**config.mk**
```make
export PLATFORM = sky130hd
export DESIGN_NAME = swb_front
export DESIGN_NICKNAME = d
export VERILOG_FILES = /design/src/hw/rtl/swb_pkg.sv /design/src/hw/rtl/swb_front.sv
export SDC_FILE = /design/constraint.sdc
export NUM_CORES = 1
export LEC_CHECK = 0
export BUFFER_PORTS_ARGS = -buffer_cell sky130_fd_sc_hd__buf_4
export CAP_MARGIN = 20
export CELL_PAD_IN_SITES_DETAIL_PLACEMENT = 1
export CELL_PAD_IN_SITES_GLOBAL_PLACEMENT = 1
export CORE_MARGIN = 5
export CORE_UTILIZATION = 35
export DETAILED_ROUTE_END_ITERATION = 7
export PLACE_DENSITY_LB_ADDON = 0.1
export REMOVE_ABC_BUFFERS = 1
export SLEW_MARGIN = 10
export SYNTH_ARGS = -nofsm -noshare
export SYNTH_HDL_FRONTEND = slang
export SYNTH_SLANG_ARGS = --single-unit
```
**constraint.sdc**
```tcl
create_clock -name clk -period 4.6 [get_ports clk]
set_clock_uncertainty 0.15 [all_clocks]
set_input_delay 0.92 -clock clk [delete_from_list [all_inputs] [get_ports clk]]
set_output_delay 0.92 -clock clk [all_outputs]
set_load 0.1 [all_outputs]
```
**src/hw/rtl/swb_pkg.sv**
```systemverilog
// swb_pkg: shared types, constants and small arithmetic helpers for the
// swirl warp core. No dependencies.
`default_nettype none

package swb_pkg;

    localparam int MAX_ROWS_DEF = 256;
    localparam int MAX_COLS_DEF = 256;

    // config port
    localparam int CFG_IDX_W  = 2;
    localparam int CFG_DATA_W = 16;
    localparam logic [CFG_IDX_W-1:0] CFG_NUM_ROWS = 2'd0;
    localparam logic [CFG_IDX_W-1:0] CFG_NUM_COLS = 2'd1;
    localparam logic [CFG_IDX_W-1:0] CFG_TWIST    = 2'd2;

    localparam logic [8:0]  NUM_ROWS_RST = 9'd256;
    localparam logic [8:0]  NUM_COLS_RST = 9'd256;
    localparam logic [15:0] TWIST_RST    = 16'd572;

    // word kinds
    localparam logic ACT_STORE   = 1'b0;
    localparam logic ACT_REQUEST = 1'b1;

    localparam int FIFO_DEPTH   = 4;
    localparam int SQRT_STEPS   = 17;
    localparam int CORDIC_STEPS = 14;

    localparam logic signed [19:0] CORDIC_GAIN    = 20'sd39797;
    localparam logic [29:0]        INV_TWO_PI_Q32 = 30'd683565276;
    localparam logic signed [16:0] QUARTER_TURN   = 17'sd16384;
    localparam logic signed [16:0] HALF_TURN      = 17'sd32768;

    typedef struct packed {
        logic        act;
        logic [7:0]  row;
        logic [7:0]  col;
        logic [23:0] rgb;
    } item_t;

    typedef struct packed {
        item_t              item;
        logic signed [8:0]  di;
        logic signed [8:0]  dj;
        logic [16:0]        dsq;
    } job_t;

    // effective geometry; the user keeps it stable while words are in flight, the core does not enforce it
    typedef struct packed {
        logic [8:0]  rows;
        logic [8:0]  cols;
        logic [15:0] twist;
    } geom_t;

    // arctangent of 2^-i in Q16 turns
    function automatic logic signed [16:0] atan_turns(input int i);
        logic signed [16:0] v;
        case (i)
            0:       v = 17'sd8192;
            1:       v = 17'sd4836;
            2:       v = 17'sd2555;
            3:       v = 17'sd1297;
            4:       v = 17'sd651;
            5:       v = 17'sd326;
            6:       v = 17'sd163;
            7:       v = 17'sd81;
            8:       v = 17'sd41;
            9:       v = 17'sd20;
            10:      v = 17'sd10;
            11:      v = 17'sd5;
            12:      v = 17'sd3;
            13:      v = 17'sd1;
            default: v = 17'sd0;
        endcase
        return v;
    endfunction

    // ((256-f)*a + f*b) >> 8
    function automatic logic [7:0] lerp8(input logic [7:0] a, input logic [7:0] b,
                                         input logic [7:0] f);
        logic [8:0]  wa;
        logic [16:0] pa;
        logic [16:0] pb;
        logic [16:0] acc;
        wa  = 9'd256 - {1'b0, f};
        pa  = wa * a;
        pb  = f * b;
        acc = pa + pb;
        return acc[15:8];
    endfunction

endpackage

`default_nettype wire

```
**src/hw/rtl/swb_front.sv**
```systemverilog
// swb_front: input register; classifies words and works out the centre
// offset and squared distance. Depends on swb_pkg.
`default_nettype none

module swb_front (
    input  wire logic          clk,
    input  wire logic          rst_n,
    input  wire logic          in_valid,
    output logic               in_ready,
    input  wire logic          action,
    input  wire logic [7:0]    row,
    input  wire logic [7:0]    col,
    input  wire logic [7:0]    red_in,
    input  wire logic [7:0]    green_in,
    input  wire logic [7:0]    blue_in,
    input  wire swb_pkg::geom_t geom,
    output logic               push,
    output swb_pkg::job_t      push_job,
    input  wire logic          fifo_full
);

    logic               valid_reg;
    swb_pkg::job_t      job_reg;
    swb_pkg::job_t      job_next;
    logic signed [8:0]  di_c;
    logic signed [8:0]  dj_c;
    logic signed [17:0] sq_i;
    logic signed [17:0] sq_j;
    logic signed [17:0] sq_sum;

    assign in_ready = !valid_reg || !fifo_full;
    assign push     = valid_reg && !fifo_full;
    assign push_job = job_reg;

    always_comb
    begin
        di_c   = $signed({1'b0, row}) - $signed({1'b0, geom.rows[8:1]});
        dj_c   = $signed({1'b0, col}) - $signed({1'b0, geom.cols[8:1]});
        sq_i   = di_c * di_c;
        sq_j   = dj_c * dj_c;
        sq_sum = sq_i + sq_j;
        job_next.item.act = action;
        job_next.item.row = row;
        job_next.item.col = col;
        job_next.item.rgb = {red_in, green_in, blue_in};
        job_next.di       = di_c;
        job_next.dj       = dj_c;
        job_next.dsq      = sq_sum[16:0];
    end

    always_ff @(posedge clk or negedge rst_n)
    begin
        if (!rst_n)
        begin
            valid_reg <= 1'b0;
        end
        else if (in_ready)
        begin
            valid_reg <= in_valid;
        end
    end

    always_ff @(posedge clk)
    begin
        if (in_ready && in_valid)
        begin
            job_reg <= job_next;
        end
    end

endmodule

`default_nettype wire

```
==> metrics.yaml, run 1 <==
run_status:
  violations: "negative setup slack"
  status: "finished with violations"
synth:
  synth_flop_cell: "edfxtp_1"
  synth_edf_count: 76
  synth_cell_type_count: 48
  ys_warn_count: 0
  syn_avg_cell_area_um2: 11.5
  seq_area_frac_synth_pct: 28.7
  async_reset_ff_share_pct: 1.30
  ys_ff_latch: 77
  syn_inst: 696
  synth_area_mm2: 0.00803
cts:
  clock_latency_ns: 0.35
  cts_root_buffer: "clkbuf_16"
  tritoncts: "done"
  numClockSinks: 77
  htreeDepth: 3
  numCtsBuffers: 9
  cts_buffer_depth: 2
  clk_pin_slew_ns: 0.07
layout:
  area_growth_pct: 44.6
  antenna-diode-count: 0
  final_core_util_pct: 51.3
  largest_reg_flops: 76
  multi_input_area_mm2: 0.00558
  drive_gt1_share_pct: 43.1
  seqCellArea_mm2: 0.00231
  nNetsFinal: 1302
  fillCellCount: 2395
sta:
  fin_ws_ns: -3.31
  min_period_ns: 7.91
  finalCritPeriodShare_pct: 172
  slew_violations: 0
  worstMarginPinSlew_ns: 0.891
  max_freq_ghz: 0.126
  hold_viol: 0
  relSlewSlack_pct: 40.6
  fin_tns_setup_ns: -32.47
  finalSetupViolCount: 13
  rsz0062_at_grt: "yes"
drt:
  num_vias: 5890
  wl_per_cell_um: 16.3
  dr.pass1.iters: 4
  vias_per_cell: 4.55
  finalWirelength_mm: 21.2
  route.detailed.drc: 0
  drt_iter0_markers: 118
  antenna_left: 0
floorplanning:
  die_h_um: 161
  die_w_um: 161
  io_pins: 157
  rows: 55
  initial_core_util_pct: 35.5
  dieArea_mm2: 0.0261
  coreArea_mm2: 0.0226
setup_path:
  critical_path.top_delay_family: "adder cells"
  max_stage_delay_ns: 0.53
  crit_start: "row[0]"
  worstReg2RegStart: "valid_reg"
  crit_type: "in -> reg"
  path_max_fanout: 4
  critPathSlowestCell: "or4_4"
  startpoint_type: "primary input"
  arrival_ns: 7.87
  cp_common_cell: "fa_1"
  crit_path_end_kind: "flop"
  path_buf_inv: 8
  required_ns: 4.56
global_routing:
  grtUsageTotal_pct: 16.8
  grt_pass1_wl_mm: 34.7
  overflow: 0
  antenna_found_initial: 0
  grt_max_degree: 65
  use_met1_pct: 19.2
  use_met3_pct: 2.96
  busiest_layer: "met2"
  first_global_vias: 7021
  grt_use_met2_pct: 32.0
placement:
  dp_hpwl_mm: 16.9
  globalplace.congestion: 0.802
  io_buffers: 138
flow_run:
  cap_violations: 0
hold_path:
  holdCritPathClass: "in -> async"
==> kinds of logic after synthesis <==
group	share of synthesized area [%]
AO/OA/AOI/OAI	3.57
XOR/XNOR	4.68
adder cells (fa/ha/maj)	46.8
buffers and inverters	8.70
flip-flops	28.7
multiplexers	0.390
AND/OR/NAND/NOR	7.14
==> area by class of cell <==
cell class / count / area share [%]
inverters: 179 / 5.99
clock inverters: 7 / 0.571
repair buffers: 304 / 20.5
multi-input cells: 434 / 48.1
flip-flops and latches: 77 / 19.9
clock buffers: 9 / 1.94
well taps: 285 / 3.07
==> metrics by stage <==
step | setup slack [ns] | instances | instance area [um2] | hold WS, ns
after global routing | -3.60 | 1295 | 11600 | 0.151
after detailed placement | -4.29 | 1245 | 10400 | 0.369
final | -3.31 | 1295 | 11600 | 0.177
after CTS | -3.30 | 1287 | 11300 | 0.163
after global placement | -3.97 | 1245 | 10400 | 0.351
after floorplan | -3.80 | 690 | 8000 | 0.474
==> worst paths after layout <==
| check | end | slack, ns | cells past startpoint |
|---|---|---|---|
| setup / recovery | push_job[16] | -3.31 | 32 |
| hold / removal | valid_reg | 0.18 | 1 |
| setup reg to reg | push_job[14] | 2.55 | 3 |
| hold reg to reg | valid_reg | 0.39 | 2 |
| max in group asynchronous | valid_reg | 4.04 | 1 |
| min in group clk | valid_reg | 0.39 | 2 |
==> repair_timing <==
item	in CTS	in global routing
pin swaps	82	36
buffers inserted	29	14
hold buffers	0	0
endpoints found under the setup margin	13	13
resized for setup	100	62
==> placed cells by master, fill, tap and decap left out, types with 15 or more instances in the layout <==
master,n
buf_6,21
fa_1,128
inv_1,151
inv_2,21
nor2_1,43
nand2_1,37
ha_4,15
ha_1,65
xnor2_1,23
buf_4,281
edfxtp_1,76
==> Yosys cell counts, types with 7 or more instances <==
cell type | number | area [um2]
a21oi_1 | 12 | 60.1
and2_1 | 9 | 56.3
edfxtp_1 | 76 | 2280
fa_1 | 137 | 2740
ha_1 | 81 | 1010
inv_1 | 175 | 657
nand2_1 | 42 | 158
nor2_1 | 55 | 206
o21ai_0 | 7 | 35.0
xnor2_1 | 32 | 280
xor2_1 | 9 | 78.8
==> per-layer routing <==
layer	vias up	share of wire (%)
li1	2757	-
met1	3024	39
met2	84	56
met3	25	3.1
met4	0	1.9
met5	-	0
Power of run 1 is not shown: default switching activity piles up to over one toggle a cycle in this logic, so the estimate is an artifact.
==> run 2, diff against run 1 <==
- CTS_CLUSTER_DIAMETER: not set -> 30
- SKIP_LAST_GASP: not set -> 1
==> metrics.yaml, run 2 (same netlist as run 1, synthesis figures left out) <==
setup_path:
  required_ns: 4.55
  max_stage_delay_ns: 0.53
  worstReg2RegStart: "valid_reg"
  r2r_setup_slack_ns: 2.54
  arrival_ns: 7.93
  critPathSlowestCell: "or4_4"
  crit_type: "in -> reg"
  cp_common_cell: "fa_1"
  reg2reg_depth: 3
  path_max_fanout: 4
  startpoint_type: "primary input"
  rr_endpoint: "push_job[13]"
  crit_path_end_kind: "flop"
drt:
  drt_iter0_markers: 139
  route.detailed.drc: 0
  antenna_left: 0
  finalWirelength_mm: 21.8
  wl_per_cell_um: 16.8
  num_vias: 5911
  dr.pass1.iters: 4
  vias_per_cell: 4.54
cts:
  cts_buffer_depth: 2
  cts_hold_buf: 0
  cts_root_buffer: "clkbuf_16"
  numCtsBuffers: 9
  numClockSinks: 77
  clock_latency_ns: 0.35
  clk_pin_slew_ns: 0.07
  htreeDepth: 3
  tritoncts: "done"
placement:
  dp_hpwl_mm: 16.9
  io_buffers: 138
  globalplace.congestion: 0.802
floorplanning:
  dieArea_mm2: 0.0261
  initial_core_util_pct: 35.5
  coreArea_mm2: 0.0226
  die_w_um: 161
  die_h_um: 161
  rows: 55
  io_pins: 157
sta:
  fin_ws_ns: -3.38
  max_freq_ghz: 0.125
  finalSetupViolCount: 13
  rsz0062_at_grt: "yes"
  finalCritPeriodShare_pct: 174
  min_period_ns: 7.98
  whs_ns: 0.178
  hold_viol: 0
  relSlewSlack_pct: 39.9
  slew_violations: 0
  worstMarginPinSlew_ns: 0.901
  fin_tns_setup_ns: -33.21
global_routing:
  first_global_vias: 7043
  overflow: 0
  grt_max_degree: 65
  grtUsageTotal_pct: 16.8
  antenna_found_initial: 0
  grt_pass1_wl_mm: 34.6
layout:
  drive_gt1_share_pct: 43.6
  layout_common_cells: "buf_4 (285), inv_1 (153), fa_1 (129), edfxtp_1 (76), ha_1 (61)"
  final_common_cell: "buf_4"
  largest_reg_flops: 76
  area_growth_pct: 45.9
  final_core_util_pct: 51.7
  nNetsFinal: 1307
flow_run:
  cap_violations: 0
run_status:
  status: "finished with violations"
  violations: "negative setup slack"
hold_path:
  holdCritPathClass: "in -> async"
-- run 2: cell count changes in the layout (fill, tap and decap cells not counted), moves of 3 or more --
cell	previous run	this run
buf_4	281	285
ha_1	65	61
ha_4	15	18
inv_2	21	18
-- run 2: per-stage QoR --
| stage | setup WS, ns | cell area, um2 | std cells |
|---|---|---|---|
| after detailed placement | -4.29 | 10400 | 1245 |
| after global placement | -3.97 | 10400 | 1245 |
| after global routing | -3.64 | 11700 | 1300 |
| after CTS | -3.30 | 11300 | 1287 |
| after floorplan | -3.80 | 8000 | 690 |
| final | -3.38 | 11700 | 1301 |
-- run 2: how the worst max path moves through the flow --
| stage | start | endpoint | slack, ns | depth (start not counted) |
|---|---|---|---|---|
| finish | row[0] | push_job[16] | -3.38 | 32 |
| global route | row[0] | push_job[16] | -3.64 | 32 |
| floorplan | row[0] | push_job[16] | -3.80 | 32 |
| global placement | row[0] | push_job[16] | -3.97 | 33 |
| detailed placement | row[0] | push_job[16] | -4.29 | 33 |
| CTS | col[0] | push_job[16] | -3.30 | 30 |
-- run 2: layout make-up --
class | count | area [um2]
repair buffers | 309 | 2420
inverters | 179 | 696
flip-flops and latches | 77 | 2310
clock inverters | 7 | 66.3
diodes | 1 | 2.50
fillers | 2396 | 10900
clock buffers | 9 | 225
multi-input cells | 434 | 5640
well taps | 285 | 357
-- run 2: routing by layer --
layer / part of all wire [%] / GRT usage (%) / wire [um] / vias up
met5: 0 / 0 / 0 / -
met4: 1.8 / 4.89 / 400 / 0
met3: 3.1 / 2.96 / 666 / 25
met2: 56 / 32.0 / 12200 / 84
met1: 39 / 19.1 / 8580 / 3037
li1: - / - / - / 2765
-- run 2: critical path, delay by kind of cell --
| family | cells | cell delay (ns) |
|---|---|---|
| buffers and inverters | 8 | 0.59 |
| adders and majority gates | 10 | 4.03 |
| xor gates and xnor gates | 1 | 0.13 |
| and+or+nand+nor | 2 | 0.68 |
| AOI/OAI and AO/OA | 11 | 1.60 |
-- run 2: what timing repair did --
item | in CTS | in global routing
endpoints found under the setup margin | 13 | 13
pin swaps | 82 | 36
gates resized for setup | 98 | 72
buffers inserted | 29 | 21
Power of run 2 is left out for the same reason.
