File: config.mk
export PLATFORM = sky130hd
export DESIGN_NAME = swb_fifo
export DESIGN_NICKNAME = d
export VERILOG_FILES = /design/src/hw/rtl/swb_pkg.sv /design/src/hw/rtl/swb_fifo.sv
export SDC_FILE = /design/constraint.sdc
export NUM_CORES = 1
export LEC_CHECK = 0
export BUFFER_PORTS_ARGS = -buffer_cell sky130_fd_sc_hd__buf_2
export CORE_MARGIN = 3
export CORE_UTILIZATION = 51
export DETAILED_ROUTE_END_ITERATION = 8
export PLACE_DENSITY = 0.79
export SYNTH_ARGS = -nofsm -noshare
export SYNTH_HDL_FRONTEND = slang
export SYNTH_SLANG_ARGS = --single-unit
File: constraint.sdc
create_clock -name clk -period 2.9 [get_ports clk]
set_clock_uncertainty 0.05 [all_clocks]
set_input_delay 0.58 -clock clk [delete_from_list [all_inputs] [get_ports clk]]
set_output_delay 0.58 -clock clk [all_outputs]
set_load 0.01 [all_outputs]
File: src/hw/rtl/swb_pkg.sv
// swb_pkg: shared types, constants and small arithmetic helpers for the
// swirl warp core. No dependencies.
`default_nettype none

package swb_pkg;

    localparam int MAX_ROWS_DEF = 256;
    localparam int MAX_COLS_DEF = 256;

    // config port
    localparam int CFG_IDX_W  = 2;
    localparam int CFG_DATA_W = 16;
    localparam logic [CFG_IDX_W-1:0] CFG_NUM_ROWS = 2'd0;
    localparam logic [CFG_IDX_W-1:0] CFG_NUM_COLS = 2'd1;
    localparam logic [CFG_IDX_W-1:0] CFG_TWIST    = 2'd2;

    localparam logic [8:0]  NUM_ROWS_RST = 9'd256;
    localparam logic [8:0]  NUM_COLS_RST = 9'd256;
    localparam logic [15:0] TWIST_RST    = 16'd572;

    // word kinds
    localparam logic ACT_STORE   = 1'b0;
    localparam logic ACT_REQUEST = 1'b1;

    localparam int FIFO_DEPTH   = 4;
    localparam int SQRT_STEPS   = 17;
    localparam int CORDIC_STEPS = 14;

    localparam logic signed [19:0] CORDIC_GAIN    = 20'sd39797;
    localparam logic [29:0]        INV_TWO_PI_Q32 = 30'd683565276;
    localparam logic signed [16:0] QUARTER_TURN   = 17'sd16384;
    localparam logic signed [16:0] HALF_TURN      = 17'sd32768;

    typedef struct packed {
        logic        act;
        logic [7:0]  row;
        logic [7:0]  col;
        logic [23:0] rgb;
    } item_t;

    typedef struct packed {
        item_t              item;
        logic signed [8:0]  di;
        logic signed [8:0]  dj;
        logic [16:0]        dsq;
    } job_t;

    // effective geometry; the user keeps it stable while words are in flight, the core does not enforce it
    typedef struct packed {
        logic [8:0]  rows;
        logic [8:0]  cols;
        logic [15:0] twist;
    } geom_t;

    // arctangent of 2^-i in Q16 turns
    function automatic logic signed [16:0] atan_turns(input int i);
        logic signed [16:0] v;
        case (i)
            0:       v = 17'sd8192;
            1:       v = 17'sd4836;
            2:       v = 17'sd2555;
            3:       v = 17'sd1297;
            4:       v = 17'sd651;
            5:       v = 17'sd326;
            6:       v = 17'sd163;
            7:       v = 17'sd81;
            8:       v = 17'sd41;
            9:       v = 17'sd20;
            10:      v = 17'sd10;
            11:      v = 17'sd5;
            12:      v = 17'sd3;
            13:      v = 17'sd1;
            default: v = 17'sd0;
        endcase
        return v;
    endfunction

    // ((256-f)*a + f*b) >> 8
    function automatic logic [7:0] lerp8(input logic [7:0] a, input logic [7:0] b,
                                         input logic [7:0] f);
        logic [8:0]  wa;
        logic [16:0] pa;
        logic [16:0] pb;
        logic [16:0] acc;
        wa  = 9'd256 - {1'b0, f};
        pa  = wa * a;
        pb  = f * b;
        acc = pa + pb;
        return acc[15:8];
    endfunction

endpackage

`default_nettype wire

File: src/hw/rtl/swb_fifo.sv
// swb_fifo: short queue of jobs between front and back.
// Depends on swb_pkg.
`default_nettype none

module swb_fifo (
    input  wire logic          clk,
    input  wire logic          rst_n,
    input  wire logic          push,
    input  wire swb_pkg::job_t push_job,
    output logic               full,
    input  wire logic          pop,
    output swb_pkg::job_t      pop_job,
    output logic               empty
);

    localparam int PW = $clog2(swb_pkg::FIFO_DEPTH);

    swb_pkg::job_t mem_reg [swb_pkg::FIFO_DEPTH];
    logic [PW-1:0] wr_ptr_reg;
    logic [PW-1:0] rd_ptr_reg;
    logic [PW:0]   count_reg;

    assign full    = (count_reg == (PW+1)'(swb_pkg::FIFO_DEPTH));
    assign empty   = (count_reg == '0);
    assign pop_job = mem_reg[rd_ptr_reg];

    always_ff @(posedge clk or negedge rst_n)
    begin
        if (!rst_n)
        begin
            wr_ptr_reg <= '0;
            rd_ptr_reg <= '0;
            count_reg  <= '0;
        end
        else
        begin
            if (push)
            begin
                wr_ptr_reg <= wr_ptr_reg + 1'b1;
            end
            if (pop)
            begin
                rd_ptr_reg <= rd_ptr_reg + 1'b1;
            end
            if (push && !pop)
            begin
                count_reg <= count_reg + 1'b1;
            end
            else if (pop && !push)
            begin
                count_reg <= count_reg - 1'b1;
            end
        end
    end

    always_ff @(posedge clk)
    begin
        if (push)
        begin
            mem_reg[wr_ptr_reg] <= push_job;
        end
    end

endmodule

`default_nettype wire

==> flow_metrics.tcl, run 1 <==
set metrics [dict create \
    power_mw 13.7 \
    relSlewSlack_pct 65.3 \
    finalNetCount 701 \
    clk_pin_slew_worst_paths_ps 60 \
    synth.cell_area_sq_um 11400 \
    drc 0 \
    setup_tns_ps 0 \
    cts_root_buf "clkbuf_16" \
    placed_cell_area_sq_um 12600 \
    die_y_microns 155 \
    critPathKind "flop to primary output" \
    ctsResizeCount 0 \
    final_area_sq_um 13500 \
    slew_viol_final 0 \
    peakVddDrop_mv 0.556 \
    crit_family "flip-flops" \
    use_met1_pct 21.4 \
    max_slew.worst_pin.slew_ps 521 \
    drive_above_1_share_pct 46.6 \
    syn-num-nets 518 \
    postCtsHoldBufs 1 \
    r2r_slack_ps 990 \
    reg2reg_from "wr_ptr_reg[0]$_DFFE_PN0P_" \
    layout_min_cycle_time_ps 2720 \
    cts_buffer_depth 3 \
    portBuffers 157 \
    crit_cells 3 \
    gp_congestion 0.728 \
    row_count 54 \
    cts_sinks 311 \
    use_met3_pct 3.70 \
    cts_tree "built" \
    cp_cell_sequence "buf_4 > mux4_2 > buf_2" \
    cts_buffers 29 \
    cp_data_arrival_time_ps 2090 \
    top_level_ports 158 \
    cap_violations 0 \
    fin_crit_sh_pct 93.7 \
    syn_avg_cell_area_sq_um 26.3 \
    worst_setup_path_start_kind "flop" \
    r2r_cells 4 \
    synthCells 432 \
    vias 5036 \
    ant_nets 0 \
    whs_path_depth 1 \
    insertion_delay_ps 530 \
    critPathRequiredTime_ps 2270 \
    cts_setup_buffers 0 \
    grt_usage_pct 16.7 \
    hold_violations 0 \
    synth_warnings 0 \
    grt_pass1_vias 5495 \
    crit_path_top_delay_cell "dfrtp_4" \
    start_util_pct 51.9 \
    grt_pass1_wl_microns 31300 \
    dr.pass1.iters 4 \
    antenna_found_initial 1 \
    seq_area_frac_synth_pct 81.8 \
    vias_per_cell 5.49 \
    core_sq_um 21900 \
    grt.overflow.total 0 \
    wl_microns 20100 \
    hpwl_microns 12400 \
    grt.busiest_layer "met2" \
    cts.htree.levels 1 \
    path_buf_inv 2 \
    synth_seq_cells 311 \
    whs_endpoint "mem_reg[1][32]$_DFFE_PP_" \
    wl_per_cell_microns 21.9 \
    largest_reg_flops 304 \
    max_freq_mhz 368 \
    rr_endpoint "mem_reg[2][40]$_DFFE_PP_" \
    grt_start_max_net_pins 44 \
    drtIter0Drc 267 \
    leakage_nw 4.65 \
    rsz0062_at_grt "false" \
    max_stage_delay_ps 650 \
    setup_viol 0 \
    dieArea_sq_um 24100 \
    area_delta_synth_final_pct 18.8 \
    hp-class "input pin to flop" \
    end_kind "primary output" \
    powerDensity_nw_per_um2 1010 \
    hold_start "push_job[32]" \
    status "finished clean" \
    synth.distinct_cells 21 \
    gr-usage-met2_pct 29.6 \
    fp.dieW_microns 155 \
    path_max_fanout 24 \
]
## report_power, final
group	internal, mW	switching [mW]	total, mW
Sequential	5.88	0.283	6.17
Clock	2.18	1.53	3.71
Combinational	1.83	2.00	3.83
## how the worst max path moves through the flow
| stage | from | to | slack [ps] |
|---|---|---|---|
| 2_1_floorplan | wr_ptr_reg[0]$_DFFE_PN0P_ | mem_reg[2][0]$_DFFE_PP_ | 20 |
| 3_3_place_gp | rd_ptr_reg[0]$_DFFE_PN0P_ | pop_job[72] | 730 |
| 3_5_place_dp | rd_ptr_reg[1]$_DFFE_PN0P_ | pop_job[75] | 710 |
| 4_1_cts | rd_ptr_reg[1]$_DFFE_PN0P_ | pop_job[75] | 130 |
| 5_1_grt | rd_ptr_reg[1]$_DFFE_PN0P_ | pop_job[66] | 80 |
| 6_report | rd_ptr_reg[1]$_DFFE_PN0P_ | pop_job[75] | 180 |
## kinds of logic after synthesis
kind of cell | Yosys count | synth area share, %
AOI/OAI and AO/OA | 1 | 0.0440
xor gates and xnor gates | 6 | 0.462
adders and majority gates | 6 | 0.726
buffers and inverters | 22 | 1.36
DFF | 311 | 81.8
muxes | 77 | 15.2
and+or+nand+nor | 9 | 0.429
## through the flow
step	setup slack, ps	hold WS, ps	util [%]	instances
after floorplan	18.2	234	-	432
after global placement	725	377	57.4	863
after detailed placement	707	381	57.4	863
after CTS	133	185	61.7	917
after global routing	77.7	184	61.7	917
final	183	208	61.7	918
## layer usage
| layer | up-vias | wire length, microns |
|---|---|---|
| met4 | 0 | 416 |
| li1 | 2216 | - |
| met5 | - | 0 |
| met2 | 134 | 10800 |
| met1 | 2651 | 7770 |
| met3 | 35 | 1180 |
## cells in the mapped netlist
master | instances | share of area [%]
and2_1 | 4 | 0.22
buf_12 | 2 | 0.35
buf_2 | 8 | 0.35
buf_4 | 3 | 0.20
buf_6 | 1 | 0.099
buf_8 | 1 | 0.13
clkbuf_1 | 3 | 0.099
dfrtp_1 | 7 | 1.5
edfxtp_1 | 304 | 80
fa_1 | 1 | 0.18
ha_1 | 5 | 0.55
inv_1 | 4 | 0.13
mux2_2 | 1 | 0.099
mux4_2 | 76 | 15
nand2_1 | 2 | 0.066
nor2_1 | 1 | 0.033
nor3_1 | 1 | 0.044
nor3b_1 | 1 | 0.066
o21ai_0 | 1 | 0.044
xnor2_1 | 2 | 0.15
xor2_1 | 4 | 0.31
## final cells by class
class | count | area (sq um)
clock buffer | 33 | 741
sequential | 311 | 9310
antenna | 1 | 2.50
clock inverter | 20 | 198
tap | 280 | 350
inverter | 4 | 15.0
timing repair buffer | 170 | 973
fill | 1526 | 8380
multi-input combinational | 99 | 1920
## layout by cell type (no fill, tap or decap), drive strengths merged, types with 2 or more instances in the layout
cell,netlist,routed
clkbuf,3,33
inv,4,4
nand2,2,2
bufinv,0,4
edfxtp,304,304
xor2,4,4
mux4,76,76
clkinv,0,15
ha,5,5
dfrtp,7,7
and2,4,4
xnor2,2,2
buf,15,169
## worst register-to-register path: stages, from the launching register on
cell	delay, ps
dfrtp_1	430
inv_1	100
ha_1	140
and2_4	440
buf_4	410
(Power assumes the default switching activity.)
==> run 2: changes to the inputs <==
--- a/config.mk
+++ b/config.mk
@@ -5,11 +5,13 @@
 export SDC_FILE = /design/constraint.sdc
 export NUM_CORES = 1
 export LEC_CHECK = 0
+export ABC_AREA = 1
 export BUFFER_PORTS_ARGS = -buffer_cell sky130_fd_sc_hd__buf_2
 export CORE_MARGIN = 3
-export CORE_UTILIZATION = 51
+export CORE_UTILIZATION = 53
+export CTS_BUF_LIST = sky130_fd_sc_hd__clkbuf_16
 export DETAILED_ROUTE_END_ITERATION = 8
-export PLACE_DENSITY = 0.79
+export PLACE_DENSITY = 0.87
 export SYNTH_ARGS = -nofsm -noshare
 export SYNTH_HDL_FRONTEND = slang
 export SYNTH_SLANG_ARGS = --single-unit
==> run 2 against run 1 <==
Sequential share of layout area is 8.6 points lower. Largest power group unchanged. Wire length up 21%. Highest routed layer is now met5. Worst setup slack gained 18 ps.
==> flow_metrics.tcl, run 2 <==
set metrics [dict create \
    status "finished clean" \
    peakVddDrop_mv 0.819 \
    end_kind "primary output" \
    r2r_cells 5 \
    final_area_sq_um 15400 \
    hold_ws_ps 196 \
    yosysMostFrequentCell "edfxtp_1" \
    critPathKind "flop to primary output" \
    relSlewSlack_pct 56.9 \
    worst_setup_path_start_kind "flop" \
    synth_top_area_share_pct 68.3 \
    clk_pin_slew_worst_paths_ps 60 \
    wl_per_cell_microns 16.9 \
    die_y_microns 165 \
    synth.cell_area_sq_um 13400 \
    cts_sinks 311 \
    portBuffers 157 \
    sequentialPowerShare_pct 38.1 \
    cts.htree.levels 1 \
    power_mw 16.3 \
    dr.pass1.iters 4 \
    core_sq_um 24500 \
    rsz0062_at_grt "false" \
    cts_root_buf "clkbuf_16" \
    fin_crit_sh_pct 93.1 \
    yosys-top-cells-area "edfxtp_1, o211ai_2, nand2_1" \
    crit_start "rd_ptr_reg[0]$_DFFE_PN0P_" \
    drc 0 \
    grt_pass1_wl_microns 38500 \
    ant_nets 0 \
    synth_seq_cells 311 \
    start_util_pct 54.4 \
    power_frac_comb_pct 35.7 \
    grt_start_max_net_pins 77 \
    hold_violations 0 \
    cellInternalPower_mw 10.7 \
    hp-class "input pin to flop" \
    drive_above_1_share_pct 33.0 \
    setup_viol 0 \
    largest_reg_flops 304 \
    syn-num-nets 1021 \
    hpwl_microns 14900 \
    final_common_cell "edfxtp_1" \
    cap_violations 0 \
    synthTopCellsByCount "edfxtp_1, nand2_1, inv_1, o211ai_2" \
    powerDensity_nw_per_um2 1050 \
    async_flop_share_pct 2.25 \
    max_freq_mhz 370 \
    post-place-ws_ps 650 \
    hold_start "pop" \
    synth_top_flop_cell "edfxtp_1" \
    layout_common_cells "edfxtp_1, nand2_1, inv_1, buf_2, o211ai_2" \
    cp_data_arrival_time_ps 2070 \
    grt.overflow.total 0 \
    path_max_fanout 25 \
    setup_tns_ps 0 \
    fp.dieW_microns 165 \
    reg2reg_from "wr_ptr_reg[0]$_DFFE_PN0P_" \
    switching_share_pct 34.4 \
    vias_per_cell 5.15 \
    whs_endpoint "rd_ptr_reg[0]$_DFFE_PN0P_" \
    synth-edff-count 304 \
    grt_usage_pct 18.1 \
    finalNetCount 1184 \
    vias 7459 \
    drtIter0Drc 572 \
    dieArea_sq_um 27100 \
    cts_buffer_depth 3 \
    layout_min_cycle_time_ps 2700 \
    cts_buffers 31 \
    critPathRequiredTime_ps 2270 \
    area_delta_synth_final_pct 15.6 \
    synth.distinct_cells 22 \
    seq_area_frac_synth_pct 69.7 \
    p_sw_mw 5.59 \
    p_clk_share_pct 26.2 \
    worst_slack_ps 201 \
    wl_microns 24400 \
    gp_congestion 0.725 \
    cts_tree "built" \
    rr_endpoint "mem_reg[0][7]$_DFFE_PP_" \
    syn_avg_cell_area_sq_um 14.3 \
    synth_warnings 0 \
    top_level_ports 158 \
    slew_viol_final 0 \
    synthCells 935 \
    row_count 57 \
    whs_path_depth 2 \
    leakage_nw 6.33 \
    grt_pass1_vias 7569 \
    yosysTopAreaCell "edfxtp_1" \
    max_slew.worst_pin.slew_ps 647 \
    placed_cell_area_sq_um 14300 \
    r2r_slack_ps 900 \
    antenna_found_initial 6 \
    insertion_delay_ps 540 \
]
## run 2: cell types whose count changed after synthesis, moves of 2 or more
cell / previous run / this run
buf_12: 2 / 10
buf_4: 3 / 5
o211ai_2: 0 / 133
o211ai_1: 0 / 19
mux4_2: 76 / 0
buf_2: 8 / 13
nand2_1: 2 / 241
inv_1: 4 / 163
buf_8: 1 / 3
clkbuf_1: 3 / 1
buf_6: 1 / 19
and2_1: 4 / 0
## run 2: critical path, stage by stage (launching register included)
cell and delay, ps:
dfrtp_4 570, buf_12 230, buf_4 280, nand2_1 130, o211ai_2 80, nand2_1 80
buf_2 140
## run 2: timing repair
action,CTS,global route
buffers inserted,0,1
resized for setup,0,0
setup endpoints to repair,0,6
hold buffers,1,0
endpoints found under the hold margin,7,0
## run 2: worst max-delay path by stage
stage                                         end  cells past startpoint
final                                 pop_job[68]                      6
after global routing                  pop_job[68]                      6
after CTS                             pop_job[68]                      6
after detailed placement              pop_job[68]                      6
after global placement                pop_job[65]                      6
after floorplan           mem_reg[0][0]$_DFFE_PP_                      3
## run 2: metrics by stage
stage | util (%) | std cells
6_report | 62.9 | 1448
5_1_grt | 62.9 | 1448
4_1_cts | 62.8 | 1445
3_5_place_dp | 58.3 | 1387
3_3_place_gp | 58.3 | 1387
2_1_floorplan | - | 935
## run 2: layout make-up
| type | instances | area (sq um) |
|---|---|---|
| Inverter | 164 | 623 |
| Clock inverter | 26 | 342 |
| Multi-Input combinational cell | 408 | 2860 |
| Antenna cell | 2 | 5.00 |
| Tap cell | 324 | 405 |
| Fill cell | 1740 | 9090 |
| Sequential cell | 311 | 9310 |
| Timing Repair Buffer | 182 | 1120 |
| Clock buffer | 31 | 776 |
## run 2: kinds of logic (layout without fill, tap and decap cells)
logic type / after synthesis / in the layout / synth area share [%]
AO/OA/AOI/OAI: 153 / 153 / 13.6
XOR/XNOR: 4 / 4 / 0.262
adder cells (fa/ha/maj): 6 / 6 / 0.618
buffers and inverters: 216 / 403 / 8.96
flip-flops: 311 / 311 / 69.7
other: 0 / 2 / 0
AND/OR/NAND/NOR: 245 / 245 / 6.93
## run 2: power groups by stage
stage               clock (mW)  combinational, mW  sequential, mW
finish                    4.26               5.81            6.20
global route              4.54               6.43            6.27
CTS                       4.35               5.86            6.24
global placement             0               5.64            6.29
floorplan                    0               4.46            6.23
detailed placement           0               5.81            6.33
## run 2: layer usage
layer / vias to the layer above / share of wire, % / track usage (%) / wire (microns)
met3: 53 / 7.0 / 4.04 / 1720
met4: 8 / 2.1 / 4.84 / 514
met1: 3582 / 40 / 22.5 / 9740
li1: 3580 / - / - / -
met5: - / 0.20 / 0 / 48
met2: 236 / 51 / 32.0 / 12400
==> run 3: changes to the inputs <==
--- a/config.mk
+++ b/config.mk
@@ -8,10 +8,11 @@
 export ABC_AREA = 1
 export BUFFER_PORTS_ARGS = -buffer_cell sky130_fd_sc_hd__buf_2
 export CORE_MARGIN = 3
-export CORE_UTILIZATION = 53
+export CORE_UTILIZATION = 35
 export CTS_BUF_LIST = sky130_fd_sc_hd__clkbuf_16
 export DETAILED_ROUTE_END_ITERATION = 8
-export PLACE_DENSITY = 0.87
+export PLACE_DENSITY = 0.65
+export RECOVER_POWER = 50
 export SYNTH_ARGS = -nofsm -noshare
 export SYNTH_HDL_FRONTEND = slang
 export SYNTH_SLANG_ARGS = --single-unit
==> run 3 against run 2 <==
Die area increased by 49%. Sequential power about the same. Non-clock buffer count decreased by 6. Global-route usage decreased by 4.9 points. Worst setup slack got worse by 38 ps. Critical endpoint is now pop_job[52].
==> flow_metrics.tcl, run 3 (synthesis gave the netlist of run 2 again) <==
set metrics [dict create \
    cts_buffer_depth 3 \
    cts_sinks 311 \
    grt.overflow.total 0 \
    fillers 3477 \
    cts_buffers 36 \
    fp.dieW_microns 201 \
    worst_setup_path_start_kind "flop" \
    hpwl_microns 15700 \
    cp_data_arrival_time_ps 2110 \
    max_freq_mhz 365 \
    dr.pass1.iters 4 \
    top_level_ports 158 \
    leakage_nw 6.12 \
    ant_nets 0 \
    grt_start_max_net_pins 90 \
    largest_reg_flops 304 \
    wl_per_cell_microns 16.4 \
    path_max_fanout 89 \
    rsz0062_at_grt "false" \
    drtIter0Drc 306 \
    vias_per_cell 4.47 \
    clk_pin_slew_worst_paths_ps 60 \
    fin_crit_sh_pct 94.4 \
    cts_root_buf "clkbuf_16" \
    cap_violations 0 \
    hp-class "input pin to flop" \
    powerDensity_nw_per_um2 1050 \
    critPathRequiredTime_ps 2270 \
    grt_pass1_wl_microns 42200 \
    dieArea_sq_um 40500 \
    drive_above_1_share_pct 25.4 \
    portBuffers 157 \
    finalNetCount 1183 \
    relSlewSlack_pct 40.1 \
    grt_usage_pct 13.2 \
    critPathKind "flop to primary output" \
    start_util_pct 36.0 \
    wl_microns 26700 \
    setup_tns_ps 0 \
    hold_violations 0 \
    row_count 70 \
    gp_congestion 0.711 \
    area_delta_synth_final_pct 16.5 \
    hold_ws_ps 246 \
    antenna_found_initial 3 \
    slew_viol_final 0 \
    layout_common_cells "edfxtp_1, nand2_1, inv_1, o211ai_2, buf_2" \
    insertion_delay_ps 540 \
    die_y_microns 201 \
    cts_tree "built" \
    vias 7284 \
    drc 0 \
    peakVddDrop_mv 0.795 \
    end_kind "primary output" \
    setup_viol 0 \
    grt_pass1_vias 7339 \
    final_common_cell "edfxtp_1" \
    max_slew.worst_pin.slew_ps 894 \
    cts.htree.levels 2 \
    status "finished clean" \
    layout_min_cycle_time_ps 2740 \
    core_sq_um 37100 \
]
==> run 3: cell types whose count changed in the layout (fill, tap and decap cells not counted), sizes merged <==
cell | before | now
inv | 164 | 170
clkbuf | 31 | 114
clkinvlp | 4 | 3
buf | 181 | 97
bufinv | 8 | 4
clkinv | 14 | 16
==> run 3: power breakdown <==
part | switching [mW] | internal, mW | leakage (nW) | total [mW]
logic | 3.72 | 2.04 | 2.65 | 5.76
registers | 0.321 | 5.89 | 2.87 | 6.21
clock network | 1.77 | 2.63 | 0.594 | 4.40
==> run 3: worst paths after layout <==
path,from,to,slack (ps),cells after the start
hold reg to reg,count_reg[2]$_DFFE_PN0P_,count_reg[2]$_DFFE_PN0P_,450,2
min in group asynchronous,rst_n,count_reg[2]$_DFFE_PN0P_,440,2
hold / removal,push_job[0],mem_reg[0][0]$_DFFE_PP_,250,1
setup reg to reg,wr_ptr_reg[0]$_DFFE_PN0P_,mem_reg[3][27]$_DFFE_PP_,550,4
max in group asynchronous,rst_n,rd_ptr_reg[0]$_DFFE_PN0P_,2000,2
setup / recovery,rd_ptr_reg[0]$_DFFE_PN0P_,pop_job[52],160,5
==> run 3: critical path, stage by stage, from the launching register on <==
cell and delay [ps]:
dfrtp_4 650, buf_16 380, nand2_1 120, o211ai_2 80
nand2_1 100, buf_2 150
==> run 3: stage by stage <==
step / setup WS, ps / cell area (sq um) / total power [mW] / cells / utilization (%)
after floorplan: 69.0 / 13400 / 10.7 / 935 / -
after global placement: 693 / 14500 / 12.1 / 1562 / 39.0
after detailed placement: 674 / 14500 / 12.2 / 1562 / 39.0
after CTS: 79.3 / 15600 / 16.7 / 1628 / 42.1
after global routing: 16.1 / 15600 / 17.4 / 1629 / 41.9
final: 163 / 15600 / 16.4 / 1630 / 41.9
==> run 3: repair_timing <==
| action | CTS | global route |
|---|---|---|
| hold buffers | 1 | 0 |
| buffers inserted | 0 | 0 |
| endpoints found under the setup margin | 0 | 7 |
| hold endpoints to repair | 7 | 0 |
| resized for setup | 0 | 2 |
==> run 3: layer usage <==
layer,track usage (%),routed length [microns],part of all wire (%)
met1,16.7,11500,43
met2,22.0,12900,48
met3,3.69,1610,6.0
met4,4.31,634,2.4
met5,0,13,0.049
==> run 3: layout make-up <==
class | count | area [sq um] | area share (%)
sequential | 311 | 9310 | 59.8
multi-input combinational | 408 | 2860 | 18.3
timing repair buffer | 176 | 970 | 6.23
clock buffer | 36 | 901 | 5.79
tap | 504 | 631 | 4.05
inverter | 164 | 626 | 4.02
clock inverter | 29 | 264 | 1.70
antenna | 2 | 5.00 | 0.0322
